## config.mk

```make
export PLATFORM = sky130hd
export DESIGN_NAME = pinyin_syllable_segmenter
export DESIGN_NICKNAME = d
export VERILOG_FILES = /design/src/design/pss_pkg.sv /design/src/design/pss_ctrl.sv /design/src/design/pss_datapath.sv /design/src/design/pinyin_syllable_segmenter.sv
export SDC_FILE = /design/constraint.sdc
export NUM_CORES = 1
export LEC_CHECK = 0
export BUFFER_PORTS_ARGS = -buffer_cell sky130_fd_sc_hd__buf_2
export CAP_MARGIN = 20
export CORE_MARGIN = 8
export CORE_UTILIZATION = 56
export DETAILED_ROUTE_END_ITERATION = 8
export PLACE_DENSITY_LB_ADDON = 0.08
export SETUP_SLACK_MARGIN = 0.05
export SYNTH_ARGS = -nofsm -noshare
export SYNTH_HDL_FRONTEND = slang
export SYNTH_HIERARCHICAL = 1
export SYNTH_SLANG_ARGS = --single-unit
export TNS_END_PERCENT = 30
```

## constraint.sdc

```tcl
create_clock -name clk -period 5.03 [get_ports clk]
set_input_delay 0.7545 -clock clk [delete_from_list [all_inputs] [get_ports clk]]
set_output_delay 0.7545 -clock clk [all_outputs]
set_load 0.01 [all_outputs]
```

## src/design/pss_pkg.sv

```systemverilog
// shared types, unit table and codes for the pinyin syllable segmenter
`default_nettype none

package pss_pkg;

  localparam int UNIT_COUNT = 57;
  localparam int WIN_DEPTH  = 4;
  localparam int IDX_W      = 6;
  localparam int CNT_W      = 3;
  localparam int LEN_W      = 3;
  localparam int CHAR_W     = 8;

  typedef enum logic [1:0] {
    K_ATOM  = 2'd0,
    K_MAJOR = 2'd1,
    K_MINOR = 2'd2,
    K_MAJIN = 2'd3
  } kind_t;

  // text is left aligned: first char in bits [31:24]
  typedef struct packed {
    logic [WIN_DEPTH*CHAR_W-1:0] text;
    logic [LEN_W-1:0]            len;
    kind_t                       kind;
  } unit_t;

  typedef enum logic [1:0] {
    S_IDLE,
    S_MATCH,
    S_FLUSH,
    S_FINAL
  } state_t;

  typedef struct packed {
    logic append;
    logic step;
    logic final_word;
  } cmd_t;

  typedef struct packed {
    logic [CNT_W-1:0] count;
    logic             out_free;
  } status_t;

  localparam unit_t UNITS [UNIT_COUNT] = '{
    '{"iang", 3'd4, K_MINOR}, '{"iong", 3'd4, K_MINOR}, '{"uang", 3'd4, K_MINOR},
    '{{"ang", 8'h00}, 3'd3, K_MAJIN}, '{{"eng", 8'h00}, 3'd3, K_MAJIN},
    '{{"ian", 8'h00}, 3'd3, K_MINOR}, '{{"iao", 8'h00}, 3'd3, K_MINOR},
    '{{"ing", 8'h00}, 3'd3, K_MINOR}, '{{"ong", 8'h00}, 3'd3, K_MINOR},
    '{{"uai", 8'h00}, 3'd3, K_MINOR}, '{{"uan", 8'h00}, 3'd3, K_MINOR},
    '{{"ai", 16'h0}, 3'd2, K_MAJIN}, '{{"an", 16'h0}, 3'd2, K_MAJIN},
    '{{"ao", 16'h0}, 3'd2, K_MAJIN}, '{{"ch", 16'h0}, 3'd2, K_MAJOR},
    '{{"ei", 16'h0}, 3'd2, K_MAJIN}, '{{"en", 16'h0}, 3'd2, K_MAJIN},
    '{{"er", 16'h0}, 3'd2, K_ATOM},  '{{"ia", 16'h0}, 3'd2, K_MINOR},
    '{{"ie", 16'h0}, 3'd2, K_MINOR}, '{{"in", 16'h0}, 3'd2, K_MINOR},
    '{{"iu", 16'h0}, 3'd2, K_MINOR}, '{{"ou", 16'h0}, 3'd2, K_MAJIN},
    '{{"sh", 16'h0}, 3'd2, K_MAJOR}, '{{"ua", 16'h0}, 3'd2, K_MINOR},
    '{{"ue", 16'h0}, 3'd2, K_MINOR}, '{{"ui", 16'h0}, 3'd2, K_MINOR},
    '{{"un", 16'h0}, 3'd2, K_MINOR}, '{{"uo", 16'h0}, 3'd2, K_MINOR},
    '{{"ve", 16'h0}, 3'd2, K_MINOR}, '{{"zh", 16'h0}, 3'd2, K_MAJOR},
    '{{"a", 24'h0}, 3'd1, K_MAJIN}, '{{"b", 24'h0}, 3'd1, K_MAJOR},
    '{{"c", 24'h0}, 3'd1, K_MAJOR}, '{{"d", 24'h0}, 3'd1, K_MAJOR},
    '{{"e", 24'h0}, 3'd1, K_MAJIN}, '{{"f", 24'h0}, 3'd1, K_MAJOR},
    '{{"g", 24'h0}, 3'd1, K_MAJOR}, '{{"h", 24'h0}, 3'd1, K_MAJOR},
    '{{"i", 24'h0}, 3'd1, K_MINOR}, '{{"j", 24'h0}, 3'd1, K_MAJOR},
    '{{"k", 24'h0}, 3'd1, K_MAJOR}, '{{"l", 24'h0}, 3'd1, K_MAJOR},
    '{{"m", 24'h0}, 3'd1, K_MAJOR}, '{{"n", 24'h0}, 3'd1, K_MAJOR},
    '{{"o", 24'h0}, 3'd1, K_MAJIN}, '{{"p", 24'h0}, 3'd1, K_MAJOR},
    '{{"q", 24'h0}, 3'd1, K_MAJOR}, '{{"r", 24'h0}, 3'd1, K_MAJOR},
    '{{"s", 24'h0}, 3'd1, K_MAJOR}, '{{"t", 24'h0}, 3'd1, K_MAJOR},
    '{{"u", 24'h0}, 3'd1, K_MINOR}, '{{"v", 24'h0}, 3'd1, K_MINOR},
    '{{"w", 24'h0}, 3'd1, K_MAJOR}, '{{"x", 24'h0}, 3'd1, K_MAJOR},
    '{{"y", 24'h0}, 3'd1, K_MAJOR}, '{{"z", 24'h0}, 3'd1, K_MAJOR}
  };

endpackage

`default_nettype wire

```

## src/design/pss_ctrl.sv

```systemverilog
// controller state machine for the pinyin syllable segmenter
`default_nettype none

module pss_ctrl (
  input  wire logic            clk,
  input  wire logic            rst,
  input  wire logic            in_valid,
  input  wire logic            in_char_valid,
  input  wire logic            in_end,
  output logic                 in_ready,
  input  wire pss_pkg::status_t status,
  output pss_pkg::cmd_t        cmd
);
  import pss_pkg::*;

  state_t state, state_next;
  logic   end_seen, end_seen_next;

  always_ff @(posedge clk) begin
    if (rst) begin
      state    <= S_IDLE;
      end_seen <= 1'b0;
    end else begin
      state    <= state_next;
      end_seen <= end_seen_next;
    end
  end

  always_comb begin
    state_next    = state;
    end_seen_next = end_seen;
    in_ready      = 1'b0;
    cmd           = '0;
    case (state)
      S_IDLE: begin
        in_ready = 1'b1;
        if (in_valid) begin
          cmd.append    = in_char_valid;
          end_seen_next = in_end;
          if (in_char_valid && status.count == CNT_W'(WIN_DEPTH - 1)) begin
            state_next = S_MATCH;
          end else if (in_end) begin
            state_next = S_FLUSH;
          end
        end
      end
      S_MATCH: begin
        if (status.out_free) begin
          cmd.step   = 1'b1;
          state_next = end_seen ? S_FLUSH : S_IDLE;
        end
      end
      S_FLUSH: begin
        if (status.count == '0) begin
          state_next = S_FINAL;
        end else if (status.out_free) begin
          cmd.step = 1'b1;
        end
      end
      S_FINAL: begin
        if (status.out_free) begin
          cmd.final_word = 1'b1;
          end_seen_next  = 1'b0;
          state_next     = S_IDLE;
        end
      end
      default: begin
        state_next = S_IDLE;
      end
    endcase
  end

endmodule

`default_nettype wire

```

## src/design/pss_datapath.sv

```systemverilog
// lookahead window, unit matcher, syllable builder and output register
`default_nettype none

module pss_datapath (
  input  wire logic                              clk,
  input  wire logic                              rst,
  input  wire pss_pkg::cmd_t                     cmd,
  output pss_pkg::status_t                       status,
  input  wire logic [pss_pkg::CHAR_W-1:0]        char_code,
  output logic                                   out_valid,
  input  wire logic                              out_ready,
  output logic                                   out_syllable_valid,
  output logic [pss_pkg::IDX_W-1:0]              out_major,
  output logic                                   out_minor_valid,
  output logic [pss_pkg::IDX_W-1:0]              out_minor,
  output logic                                   out_last
);
  import pss_pkg::*;

  logic [CHAR_W-1:0] win [WIN_DEPTH];
  logic [CHAR_W-1:0] win_next [WIN_DEPTH];
  logic [CNT_W-1:0]  count;
  logic [IDX_W-1:0]  pend_major;
  logic [IDX_W-1:0]  pend_minor;
  logic              pend_open;
  logic              pend_has_minor;
  logic              awaiting;

  logic [UNIT_COUNT-1:0] unit_hit;
  logic                  hit;
  logic [IDX_W-1:0]      hit_idx;
  kind_t                 hit_kind;
  logic [LEN_W-1:0]      used;
  logic                  take_minor;
  logic                  open_new;
  logic                  emit;
  logic                  out_free;

  // per-unit prefix compare
  always_comb begin
    for (int u = 0; u < UNIT_COUNT; u++) begin
      unit_hit[u] = (UNITS[u].len <= count);
      for (int k = 0; k < WIN_DEPTH; k++) begin
        if (LEN_W'(k) < UNITS[u].len &&
            UNITS[u].text[(WIN_DEPTH-1-k)*CHAR_W +: CHAR_W] != win[k]) begin
          unit_hit[u] = 1'b0;
        end
      end
    end
  end

  // first hit wins: table is longest first
  always_comb begin
    hit     = 1'b0;
    hit_idx = '0;
    for (int u = UNIT_COUNT - 1; u >= 0; u--) begin
      if (unit_hit[u]) begin
        hit     = 1'b1;
        hit_idx = IDX_W'(u);
      end
    end
  end

  assign hit_kind   = UNITS[hit_idx].kind;
  assign take_minor = hit && awaiting && hit_kind[1];
  assign open_new   = hit && !take_minor &&
                      (awaiting || hit_kind == K_ATOM || hit_kind[0]);
  assign emit       = open_new && pend_open;
  assign out_free   = !out_valid || out_ready;

  always_comb begin
    used = hit ? UNITS[hit_idx].len : LEN_W'(1);
    if (used > count) begin
      used = count;
    end
  end

  always_comb begin
    for (int i = 0; i < WIN_DEPTH; i++) begin
      win_next[i] = win[i];
      for (int s = 1; s < WIN_DEPTH - i; s++) begin
        if (used == LEN_W'(s)) begin
          win_next[i] = win[i + s];
        end
      end
    end
  end

  assign status.count    = count;
  assign status.out_free = out_free;

  // window storage
  always_ff @(posedge clk) begin
    if (cmd.append) begin
      win[count[1:0]] <= char_code;
    end else if (cmd.step) begin
      win <= win_next;
    end
  end

  // control state of the syllable builder
  always_ff @(posedge clk) begin
    if (rst) begin
      count          <= '0;
      pend_open      <= 1'b0;
      pend_has_minor <= 1'b0;
      awaiting       <= 1'b0;
    end else if (cmd.final_word) begin
      count          <= '0;
      pend_open      <= 1'b0;
      pend_has_minor <= 1'b0;
      awaiting       <= 1'b0;
    end else if (cmd.append) begin
      count <= count + CNT_W'(1);
    end else if (cmd.step) begin
      count <= count - used;
      if (take_minor) begin
        pend_has_minor <= 1'b1;
        awaiting       <= 1'b0;
      end else if (open_new) begin
        pend_open      <= 1'b1;
        pend_has_minor <= 1'b0;
        awaiting       <= (hit_kind == K_MAJOR);
      end
    end
  end

  always_ff @(posedge clk) begin
    if (cmd.step && take_minor) begin
      pend_minor <= hit_idx;
    end
    if (cmd.step && open_new) begin
      pend_major <= hit_idx;
    end
  end

  // output register
  always_ff @(posedge clk) begin
    if (rst) begin
      out_valid <= 1'b0;
    end else if ((cmd.step && emit) || cmd.final_word) begin
      out_valid <= 1'b1;
    end else if (out_ready) begin
      out_valid <= 1'b0;
    end
  end

  always_ff @(posedge clk) begin
    if ((cmd.step && emit) || cmd.final_word) begin
      out_syllable_valid <= pend_open;
      out_major          <= pend_open ? pend_major : '0;
      out_minor_valid    <= pend_open && pend_has_minor;
      out_minor          <= (pend_open && pend_has_minor) ? pend_minor : '0;
      out_last           <= cmd.final_word;
    end
  end

  a_count_range: assert property (@(posedge clk) disable iff (rst)
    count <= CNT_W'(WIN_DEPTH))
    else $error("window count beyond depth");

  a_step_nonempty: assert property (@(posedge clk) disable iff (rst)
    cmd.step |-> count != '0)
    else $error("match step on empty window");

  a_await_open: assert property (@(posedge clk) disable iff (rst)
    awaiting |-> pend_open && !pend_has_minor)
    else $error("awaiting final without bare open syllable");

  a_final_clears: assert property (@(posedge clk) disable iff (rst)
    cmd.final_word |=> count == '0 && !pend_open && out_valid && out_last)
    else $error("end of text did not clear state");

  a_load_free: assert property (@(posedge clk) disable iff (rst)
    (cmd.step || cmd.final_word) |-> out_free)
    else $error("output register overwritten");

endmodule

`default_nettype wire

```

## src/design/pinyin_syllable_segmenter.sv

```systemverilog
// top level of the pinyin syllable segmenter
//
//  channel | dir | tdata                          | tuser                     | tlast
//  s_*     | in  | [7:0] char_code                | [0] char_valid            | end_of_text
//  m_*     | out | [5:0] major_index, [11:6] minor_index, [15:12] zero
//          |     |                                | [0] syllable_valid, [1] minor_valid | last_result
//
// a character that leaves the window short of full is taken in idle; a character that
// fills the four-byte window is followed by a match state for the combinational table match
// at end of text the flush state steps through the remaining matches (at most three after
// that match), sees the window empty, and the final state then gives the last word
// a match or final word waits while the output register holds an untaken word
// synchronous reset clears the window count and the syllable state; no clearing pass
`default_nettype none

module pinyin_syllable_segmenter (
  input  wire logic        clk,
  input  wire logic        rst,
  input  wire logic        s_tvalid,
  output logic             s_tready,
  input  wire logic [7:0]  s_tdata,   // [7:0] char_code
  input  wire logic [0:0]  s_tuser,   // [0] char_valid
  input  wire logic        s_tlast,
  output logic             m_tvalid,
  input  wire logic        m_tready,
  output logic [15:0]      m_tdata,   // [5:0] major_index, [11:6] minor_index
  output logic [1:0]       m_tuser,   // [0] syllable_valid, [1] minor_valid
  output logic             m_tlast
);
  import pss_pkg::*;

  cmd_t             cmd;
  status_t          status;
  logic             syl_valid;
  logic [IDX_W-1:0] major_index;
  logic             minor_valid;
  logic [IDX_W-1:0] minor_index;

  pss_ctrl u_ctrl (
    .clk           (clk),
    .rst           (rst),
    .in_valid      (s_tvalid),
    .in_char_valid (s_tuser[0]),
    .in_end        (s_tlast),
    .in_ready      (s_tready),
    .status        (status),
    .cmd           (cmd)
  );

  pss_datapath u_datapath (
    .clk                (clk),
    .rst                (rst),
    .cmd                (cmd),
    .status             (status),
    .char_code          (s_tdata),
    .out_valid          (m_tvalid),
    .out_ready          (m_tready),
    .out_syllable_valid (syl_valid),
    .out_major          (major_index),
    .out_minor_valid    (minor_valid),
    .out_minor          (minor_index),
    .out_last           (m_tlast)
  );

  assign m_tdata = {4'h0, minor_index, major_index};
  assign m_tuser = {minor_valid, syl_valid};

endmodule

`default_nettype wire
```

==> flow_metrics.py <==
metrics = {
    "yosys": {
        "synth_cell_types": 86,
        "yosys_warnings": 6,
        "synth_edf_count": 59,
        "synth_flop_cell": "edfxtp_1",
        "synth_area_leaders": "edfxtp_1 (35%), dfxtp_1 (3.9%), nand2_1 (3.9%)",
        "syn_area_mm2": 0.00510,
        "synth_seq_area_share_pct": 38.7,
        "yosysMostFrequentCell": "edfxtp_1",
        "yosysTopAreaCellShare_pct": 34.8,
        "syn_avg_cell_area_um2": 9.33,
        "yosys-top-cells-count": "edfxtp_1 (59), nand2_1 (53), o21ai_0 (34)",
        "yosysTopAreaCell": "edfxtp_1",
        "ys_ff_latch": 69,
        "synthCells": 546,
        "synthArstFlopShare_pct": 0,
    },
    "job": {
        "drv_cap": 0,
    },
    "cts": {
        "clockRootBuffer": "clkbuf_8",
        "holdBufCountCts": 0,
        "path_clk_slew_ns": 0.09,
        "cts.sinks": 69,
        "cts_buffers": 9,
        "cts_max_level": 3,
        "clock_latency_ns": 0.35,
        "cts.path.max_buffers": 2,
        "tritoncts": "built",
    },
    "final_layout": {
        "finalNonFillerCells": 775,
        "layout-area-overhead-vs-synth_pct": 26.5,
        "nNetsFinal": 686,
        "final_layout_size_suffix_gt1_share_pct": 33.0,
        "final_util_pct": 71.5,
        "antennaDiodeCount": 0,
        "postLayoutCellArea_mm2": 0.00645,
    },
    "sta": {
        "setup_violations": 20,
        "hold_viol_final": 0,
        "relSlewSlack_pct": 52.5,
        "rsz0062_at_grt": "yes",
        "layout_setup_ws_ns": -0.342,
        "worst_pin_slew_ns": 0.710,
        "maxSlewViolCount": 0,
        "fin_skew_ns": 0.00946,
        "fmax_mhz": 186,
        "holdWs_ns": 0.531,
        "fin_crit_ns": 5.37,
        "finalCritPeriodShare_pct": 107,
        "setup_tns_ns": -2.70,
    },
    "place": {
        "placed_cells": 743,
        "place_hpwl_mm": 11.0,
        "place_congestion": 0.991,
        "placed_area_mm2": 0.00594,
        "pre_cts_slack_ns": -0.386,
        "io_buffers": 30,
    },
    "grt": {
        "grt_pass1_wl_mm": 23.7,
        "grt_max_degree": 40,
        "track_usage_pct": 23.0,
        "antenna_found_initial": 0,
        "gr-total-overflow": 0,
        "grt_pass1_vias": 4774,
    },
    "power": {
        "cellPowerDensity_mw_per_mm2": 412,
        "power_mw": 2.65,
        "leakage_nw": 2.57,
        "ir_drop_mv": 0.353,
    },
    "critical_path": {
        "worstPathArrival_ns": 5.61,
        "crit_path_start_kind": "flop",
        "cpLargestDelayFamily": "simple AND/OR/NAND/NOR gates",
        "cpMaxStageDelayCell": "edfxtp_1",
        "cp.buffers_inverters": 4,
        "crit_path_frequent_cell": "buf_4",
        "worstPathMaxFanout": 8,
        "cpPeakStageDelay_ns": 0.52,
        "cp-end-kind": "flop",
        "path_class": "reg -> reg",
        "crit_required_ns": 5.27,
    },
    "outcome": {
        "status": "finished with violations",
        "violations": "negative setup slack",
    },
    "die": {
        "die_area_mm2": 0.0124,
        "io_pins": 35,
        "rows": 35,
        "start_util_pct": 56.5,
        "die_w_um": 111,
        "core_area_mm2": 0.00902,
        "die_h_um": 111,
    },
    "detailed_routing": {
        "drt.antenna.violating_nets": 0,
        "wl_per_cell_um": 19.2,
        "drtPass1Iterations": 5,
        "initialDrtViolationCount": 329,
        "num_vias": 4945,
        "viasPerCell": 6.38,
        "drcViolationCount": 0,
        "routed_wl_mm": 14.8,
    },
    "hold_path": {
        "hold_path_class": "reg -> reg",
    },
}
[cell type report]
| class | instances | area, um^2 |
|---|---|---|
| Timing Repair Buffer | 136 | 977 |
| Inverter | 20 | 76.3 |
| Multi-Input combinational cell | 423 | 3080 |
| Clock inverter | 7 | 82.6 |
| Sequential cell | 69 | 1970 |
| Tap cell | 111 | 139 |
| Clock buffer | 9 | 124 |
| Fill cell | 696 | 2570 |
[sequential cells by signal (all words and copies together) (netlist names), 2 cells and up]
| signal | flops |
|---|---|
| u_datapath/win | 32 |
| u_datapath/out_major | 6 |
| u_datapath/out_minor | 6 |
| u_datapath/pend_major | 6 |
| u_datapath/pend_minor | 6 |
| u_datapath/count | 3 |
| u_ctrl/state | 2 |
[metal layers]
layer	share of wire, %	vias up	global-route usage, %
met4	2.5	0	7.38
met5	0	-	0
li1	-	2284	-
met1	42	2390	29.4
met2	49	240	38.8
met3	7.0	31	3.39
[path summary, 6_finish.rpt]
kind                                      startpoint                               endpoint  slack (ns)  cells after the start
hold reg to reg   u_datapath/pend_major[4]$_DFFE_PP_  u_datapath/out_major[4]$_SDFFCE_PN0P_        0.53                      1
setup reg to reg        u_datapath/win[18]$_DFFE_PP_       u_datapath/count[2]$_SDFFE_PP0N_       -0.34                     26
hold / removal    u_datapath/pend_major[4]$_DFFE_PP_  u_datapath/out_major[4]$_SDFFCE_PN0P_        0.53                      1
setup / recovery        u_datapath/win[18]$_DFFE_PP_       u_datapath/count[2]$_SDFFE_PP0N_       -0.34                     26
[worst reg2reg max path, delay by kind of cell (launching register included)]
| family | cells | cell delay [ns] |
|---|---|---|
| AND/OR/NAND/NOR | 10 | 1.48 |
| multiplexers | 2 | 0.53 |
| AO/OA/AOI/OAI | 6 | 1.07 |
| buffers and inverters | 4 | 0.68 |
| flip-flops | 1 | 0.52 |
| adder cells (fa/ha/maj) | 3 | 0.86 |
| XOR/XNOR | 1 | 0.13 |
[power breakdown]
part	internal, mW	switching, mW
clock network	0.237	0.241
logic	0.610	0.761
registers	0.733	0.0722
total	1.58	1.07
[logic make-up (layout without fill, tap and decap cells)]
logic type / Yosys count / count (layout) / synth area share [%]
fa+ha+maj: 13 / 13 / 3.34
buf+inv: 57 / 172 / 5.62
xor+xnor: 3 / 3 / 0.516
mux: 21 / 21 / 4.17
simple gates: 259 / 259 / 30.0
other cells: 1 / 4 / 0.0736
flops: 69 / 69 / 38.7
compound gates: 123 / 123 / 17.6
[what timing repair did]
item,in CTS,in global routing
setup endpoints to repair,34,42
resized for setup,35,13
setup buffers,10,7
pin swaps,16,14
[layout by cell type (no fill, tap or decap), types with 5 or more instances in the layout]
master,Yosys,layout
a21oi_1,18,15
and2_1,20,20
and3_1,15,15
buf_2,12,30
buf_4,7,100
buf_6,4,5
clkbuf_8,0,9
dfxtp_1,10,10
edfxtp_1,59,59
ha_1,12,9
inv_1,18,18
mux2i_1,19,18
nand2_1,53,51
nand2b_1,11,10
nand3_1,25,24
nand4_1,15,15
nor2_1,33,31
nor2b_1,7,6
nor3_1,16,14
nor3b_1,5,5
nor4_1,7,5
o211ai_1,6,6
o21a_1,5,5
o21ai_0,34,26
o21ai_1,3,10
or2_1,5,5
Note: power is estimated with default switching activity, not from simulation.
